$ cat config.mk
export PLATFORM = sky130hd
export DESIGN_NAME = bba_find
export DESIGN_NICKNAME = d
export VERILOG_FILES = /design/src/design/bba_pkg.sv /design/src/design/bba_find.sv
export SDC_FILE = /design/constraint.sdc
export NUM_CORES = 1
export LEC_CHECK = 0
export CAP_MARGIN = 20
export CORE_AREA = 5 5 82 84
export DETAILED_ROUTE_END_ITERATION = 10
export DIE_AREA = 0 0 87 89
export DONT_BUFFER_PORTS = 1
export REMOVE_ABC_BUFFERS = 1
export SYNTH_ARGS = -nofsm -noshare
export SYNTH_HDL_FRONTEND = slang
export SYNTH_SLANG_ARGS = --single-unit
$ cat constraint.sdc
create_clock -name vclk -period 2.9
set_input_delay 0.145 -clock vclk [all_inputs]
set_output_delay 0.145 -clock vclk [all_outputs]
set_load 0.02 [all_outputs]
$ cat src/design/bba_pkg.sv
package bba_pkg;

    // map geometry
    localparam int NUM_BLOCKS    = 16384;
    localparam int MAP_WORD_BITS = 64;
    localparam int MAP_WORDS     = NUM_BLOCKS / MAP_WORD_BITS;
    localparam int BLOCK_W       = $clog2(NUM_BLOCKS);
    localparam int BIT_IDX_W     = $clog2(MAP_WORD_BITS);
    localparam int WORD_IDX_W    = $clog2(MAP_WORDS);
    localparam int RES_W         = 15;

    typedef logic [MAP_WORD_BITS-1:0] word_t;
    typedef logic [WORD_IDX_W-1:0]    word_idx_t;
    typedef logic [BIT_IDX_W-1:0]     bit_idx_t;
    typedef logic [BLOCK_W-1:0]       block_t;
    typedef logic [RES_W-1:0]         res_t;

    localparam word_t     WORD_ONES = '1;
    localparam word_idx_t LAST_WORD = word_idx_t'(MAP_WORDS - 1);

    // request opcodes
    localparam logic OP_ALLOC   = 1'b0;
    localparam logic OP_RELEASE = 1'b1;

    // result codes
    typedef enum logic [1:0] {
        ST_OK          = 2'd0,
        ST_FULL        = 2'd1,
        ST_BAD_RELEASE = 2'd2
    } status_t;

    // free map access from the sequencer
    typedef struct packed {
        logic      rd_en;
        word_idx_t rd_addr;
        logic      wr_en;
        word_idx_t wr_addr;
    } map_req_t;

    // answer of the lowest free bit search
    typedef struct packed {
        logic     found;
        bit_idx_t pos;
    } find_res_t;

endpackage

$ cat src/design/bba_find.sv
module bba_find (
    input  bba_pkg::word_t     word,
    input  logic               first,
    input  bba_pkg::bit_idx_t  offset,
    output bba_pkg::find_res_t res,
    output bba_pkg::word_t     onehot
);
    import bba_pkg::*;

    word_t masked;
    word_t lowest;

    // drop the reserved blocks on the first word of a scan
    assign masked = word & (first ? (WORD_ONES << offset) : WORD_ONES);

    // isolate the lowest set bit
    assign lowest = masked & (~masked + word_t'(1));
    assign onehot = lowest;

    // encode the isolated bit
    always_comb
    begin
        res.found = |masked;
        res.pos   = '0;
        for (int i = 0; i < MAP_WORD_BITS; i++)
        begin
            if (lowest[i])
            begin
                res.pos = res.pos | bit_idx_t'(i);
            end
        end
    end

endmodule

Word level (Yosys, flattened, before mapping)
Cells that the tools add are included.
- bits in registers: 0
- $add $sub $neg: 1
- shifts and indexed selects: 1
- multiplexer cells: 64
- bitwise gates (word level): 3
- reduce and logical (&&, ||, !) cells: 1
- operators by type and width (cell ; number):
    6-bit 2-to-1 mux ; 32
    64-bit AND ; 2
    5-bit 2-to-1 mux ; 16
    64-bit by 1-bit adder with 64-bit output, second input constant ; 1
    64-bit 2-to-1 mux ; 1
    64-bit inverter ; 1
    64-bit OR reduction ; 1
    64-bit by 6-bit << shifter with 64-bit output, first input constant ; 1
    4-bit 2-to-1 mux ; 8
    3-bit 2-to-1 mux ; 4
    2-bit 2-to-1 mux ; 2
    1-bit 2-to-1 mux ; 1

Depth between registers and ports, before layout
Gate-level depths: netlist of run 1.
- depth after elaboration: 69
- depth in mapped cells: 13
- gate-level depth less buffers: 9

Worst setup path after synthesis of run 1
No wires, ideal clock.
- kind: in2out
- start: input port offset[0]
- end: output port res[1] (netlist bit)
- arrival time: 3158 ps
- data required time: 2755 ps
- setup slack: -403 ps
- stages: 12
- path buffers: 3
- path through: buf_4 -> buf_6 -> a21oi_1 -> o21ai_0 -> a41oi_1 -> a211o_1 -> or4_4 -> buf_6 -> nor4_1 -> or4_1 -> nor4_1 -> nand4b_1
- RTL lines (item ; RTL line ; text):
    start: declaration ; bba_find.sv:4 ; input bba_pkg::bit_idx_t offset,
    end: declaration ; bba_find.sv:5 ; output bba_pkg::find_res_t res,

==> impl_metrics.csv, run 1 <==
group,metric,value,unit
outcome,outcome,"complete, no violations",
cts,postCtsHoldBufs,0,
finish,seq_area,0,um^2
grt,antenna_found_initial,0,
yosys,synth_top_area_cell,"nor2_1",
yosys,netlist_instances,440,
grt,first_global_vias,3972,
job,max_cap_viol_count,0,
grt,grt_overflow_total,0,
critical_path,critical-path-slowest-cell,"or4_4",
sta,tightest_slew,738,ps
yosys,seq_area_frac_synth,0,%
floorplan,die-area,7740,um^2
power_and_ir_drop,vdd_ir_drop_max,76.3,uV
yosys,synthesis.area,2560,um^2
yosys,avgSynthCellArea,5.83,um^2
routing,drt-wirelength-per-cell,22.0,um
critical_path,path_max_fanout,5,
critical_path,slowest_delay,580,ps
floorplan,rows,28,
yosys,synth_top_area_share,8.05,%
critical_path,required,2760,ps
finish,fin_cells,608,
finish,antenna_cells,0,
routing,via_per_inst,7.00,
floorplan,io_pins,142,
routing,drt-initial-drc-count,471,
floorplan,core,5850,um^2
yosys,synth_area_leaders,"nor2_1 8.1%, o21ai_0 7.6%, nor3_1 5.9%",
finish,layout-drive-gt1-share,28.7,%
routing,maxUsedRoutingLayer,"met4",
sta,maxSlewHeadroom,50.4,%
finish,syn2layout_area_growth,34.8,%
routing,via_count,4258,
hold_path,hp-class,"in -> out",
critical_path,end_kind,"output pin",
critical_path,crit_chain,"or3_4, o311ai_4, o211ai_2, a211o_1, or4_4, or4_4, nor3_4, nor4b_4, nand4b_1, buf_4",
sta,setup_violations,0,
sta,layout_min_cycle_time,2840,ps
yosys,yosysMostFrequentCell,"nor2_1",
grt,grt_use_total,32.3,%
yosys,yosysUniqueCellTypes,65,
hold_path,holdPathStages,2,
placed_design,dp.final_hpwl,10800,um
critical_path,start_kind,"input port",
placed_design,gp_congestion,1.01,
yosys,yosysWarnings,0,
routing,route.met3.wl,1910,um
routing,ant_nets,0,
sta,period_share,98.0,%
sta,rsz0062_at_grt,"true",
finish,multi_input_area,2380,um^2
floorplan,die_w,87,um
power_and_ir_drop,p_per_area,107,nW/um^2
floorplan,start_util,43.8,%
routing,met2WireLength,6070,um
placed_design,dp_slack,-63.1,ps
sta,hold_viol,0,
routing,wl,13400,um
sta,clock.fmax,0.352,GHz
finish,fillers,603,
hold_path,min_from,"word[15]",
yosys,synth_common_cells,"55 x nor2_1, 39 x o21ai_0, 37 x nand2_1",
grt,grt_max_degree,30,
placed_design,dp_cells,607,
routing,drt_first_pass_iters,5,
sta,drv_slew,0,
finish,nNetsFinal,606,
finish,seq_cells,0,
finish,n_clock_buffer,0,
routing,met1_length,4810,um
critical_path,cp_data_arrival_time,2700,ps
critical_path,path_class,"in -> out",
power_and_ir_drop,static-leakage-power,1.49,nW
critical_path,worst_path_most_repeated_cell,"or4_4",
critical_path,startpoint,"word[15]",
grt,grt_pass1_wl,20000,um
routing,route.detailed.drc,0,
floorplan,dieHeight,89,um
placed_design,io_buffers,0,
sta,setup_ws,58.8,ps
[metrics by stage]
step                      instance area [um^2]  setup TNS, ps  util [%]  total power [mW]  hold slack (ps)
after CTS                                 3400              0      58.1             0.352              419
after floorplan                           2390          -8530         -             0.224              412
after global placement                    3390          -18.2      57.9             0.346              424
after global routing                      3460          -98.7      59.1             0.397              448
after detailed placement                  3390          -63.1      57.9             0.349              419
final                                     3460              0      59.1             0.369              418
[kinds of logic after synthesis]
family / after synthesis / share of synthesized area [%]
AO/OA/AOI/OAI: 144 / 38.1
buffers and inverters: 48 / 9.76
AND/OR/NAND/NOR: 248 / 52.2
[per-layer routing]
metal | up-vias | GRT usage, %
li1 | 1888 | -
met1 | 1936 | 38.2
met2 | 359 | 57.3
met3 | 75 | 7.93
met4 | 0 | 10.1
met5 | - | 0
[where the power goes]
part	leakage (nW)	switching [mW]	total [mW]	internal (mW)
Clock	0	0	0	0
Sequential	0	0	0	0
Combinational	1.49	0.218	0.369	0.152
[final timing paths]
kind	end	slack, ps
min	onehot[15]	420
max	res[0]	60
[cells in the final DEF (no fill, tap or decap), types with 3 or more instances in the layout]
| cell type | instances |
|---|---|
| o211ai_1 | 14 |
| o21a_1 | 8 |
| a21o_1 | 5 |
| nand3_1 | 21 |
| a22oi_1 | 3 |
| o22ai_1 | 4 |
| o21ai_1 | 8 |
| o2111ai_1 | 4 |
| nand4_1 | 16 |
| a21oi_1 | 24 |
| a31oi_1 | 7 |
| nand4b_1 | 6 |
| a211oi_1 | 3 |
| o21ai_0 | 35 |
| o31ai_1 | 3 |
| inv_1 | 21 |
| nor3_1 | 29 |
| nand2b_1 | 9 |
| nor2_1 | 55 |
| and2_1 | 7 |
| nor4_1 | 12 |
| and3_1 | 9 |
| nor4b_1 | 3 |
| or2_2 | 8 |
| or3_1 | 7 |
| nor4_2 | 3 |
| or4_1 | 3 |
| nand2_1 | 37 |
| buf_4 | 120 |
| o211a_1 | 3 |
[timing repair]
| item | 4_1_cts | 5_1_grt |
|---|---|---|
| setup endpoints to repair | 2 | 6 |
| resized for setup | 2 | 13 |
| buffers inserted | 0 | 1 |
| pin swaps | 1 | 3 |
[layout make-up]
cell class                      count  share of cell area, %
Multi-Input combinational cell    392                   68.9
Timing Repair Buffer              120                   26.1
Tap cell                           75                   2.72
Inverter                           21                   2.28
[worst max-delay path, delay by kind of cell]
| kind | cells | cell delay [ps] |
|---|---|---|
| buffers and inverters | 1 | 150 |
| AO/OA/AOI/OAI | 3 | 530 |
| AND/OR/NAND/NOR | 6 | 1880 |
No activity file was read; power rests on OpenSTA's default activity.
==> run 2: changes to the inputs <==
Settings changed: PLACE_DENSITY from default to 0.63, TNS_END_PERCENT from default to 30.
==> run 2 against run 1 <==
Compared with the run above: the flow now finishes with violations (negative setup slack); final cell count up 0.16%; total power up 2.0%; wire length up 0.46%; combinational power up 2%; critical path depth down 1; largest power group unchanged.
==> impl_metrics.csv, run 2 (synthesis gave the netlist of run 1 again) <==
group,metric,value,unit
critical_path,end_kind,"output pin",
floorplan,die_w,87,um
floorplan,rows,28,
sta,maxSlewHeadroom,46.5,%
hold_path,hp-class,"in -> out",
placed_design,gp_congestion,1.00,
finish,nNetsFinal,607,
grt,grt_max_degree,30,
routing,route.detailed.drc,0,
grt,grt_overflow_total,0,
grt,first_global_vias,4081,
floorplan,die-area,7740,um^2
placed_design,io_buffers,0,
finish,final_common_cell,"buf_4",
finish,seq_cells,0,
finish,seq_area,0,um^2
finish,n_clock_buffer,0,
placed_design,dp_slack,-140,ps
finish,layout_common_cells,"120 x buf_4, 55 x nor2_1, 36 x nand2_1",
grt,antenna_found_initial,0,
finish,antenna_cells,0,
routing,wl,13400,um
power_and_ir_drop,vdd_ir_drop_max,67.1,uV
sta,rsz0062_at_grt,"true",
grt,grt_pass1_wl,21000,um
sta,setup_ws,-16.7,ps
sta,layout_min_cycle_time,2920,ps
outcome,outcome,"complete, but fails checks",
finish,syn2layout_area_growth,37.9,%
floorplan,core,5850,um^2
critical_path,path_class,"in -> out",
sta,clock.fmax,0.343,GHz
power_and_ir_drop,p_per_area,107,nW/um^2
outcome,violations,"negative setup slack",
sta,setup_violations,1,
job,max_cap_viol_count,0,
routing,via_per_inst,6.98,
routing,drt-initial-drc-count,331,
floorplan,start_util,43.8,%
critical_path,path_max_fanout,4,
critical_path,start_kind,"input port",
critical_path,required,2760,ps
finish,layout-drive-gt1-share,30.3,%
cts,postCtsHoldBufs,0,
placed_design,dp.final_hpwl,10700,um
sta,tightest_slew,797,ps
routing,ant_nets,0,
routing,drt_first_pass_iters,5,
floorplan,io_pins,142,
critical_path,cp_data_arrival_time,2770,ps
sta,hold_viol,0,
sta,drv_slew,0,
grt,grt_use_total,33.6,%
power_and_ir_drop,static-leakage-power,1.52,nW
routing,drt-wirelength-per-cell,22.0,um
routing,via_count,4250,
sta,holdWs,419,ps
sta,period_share,101,%
floorplan,dieHeight,89,um
## run 2: layout make-up
type / count / area, um^2
multi-input cells: 392 / 2440
well taps: 75 / 93.8
fillers: 618 / 2320
inverters: 21 / 78.8
repair buffers: 121 / 921
## run 2: through the flow
stage               utilization [%]  total power, mW  instances  setup TNS, ps  instance area, um^2
finish                         60.4            0.377        609          -16.7                 3530
floorplan                         -            0.224        413          -8530                 2390
global placement               57.6            0.343        604          -1270                 3370
CTS                            58.5            0.355        608              0                 3420
detailed placement             57.6            0.346        604           -443                 3370
global route                   60.4            0.407        609           -186                 3530
## run 2: path summary, 6_finish.rpt
path                  from          to  cells past startpoint
setup / recovery  word[13]      res[0]                      9
hold / removal    word[15]  onehot[15]                      2
## run 2: power by group
group	internal (mW)	total, mW	leakage (nW)	switching (mW)
sequential	0	0	0	0
clock	0	0	0	0
combinational	0.155	0.377	1.52	0.221
total	0.155	0.377	1.52	0.221
## run 2: critical path, cell delays in order
cell,delay [ps]
or3_4,380
o311ai_4,100
o211ai_2,160
a211o_1,290
or4_4,540
or4_4,600
nor3_4,200
nor4b_4,80
nand4b_1,260
## run 2: timing repair
action,in CTS,in global routing
setup endpoints to repair,7,8
gates resized for setup,6,21
setup buffers,4,1
pin swaps,4,14
hold endpoints to repair,0,0
## run 2: metal layers
layer	track usage, %	routed length [um]	share of wire [%]
met5	0	0	0
met4	10.1	435	3.2
met3	5.71	1730	13
met2	58.2	6240	47
met1	42.5	5000	37
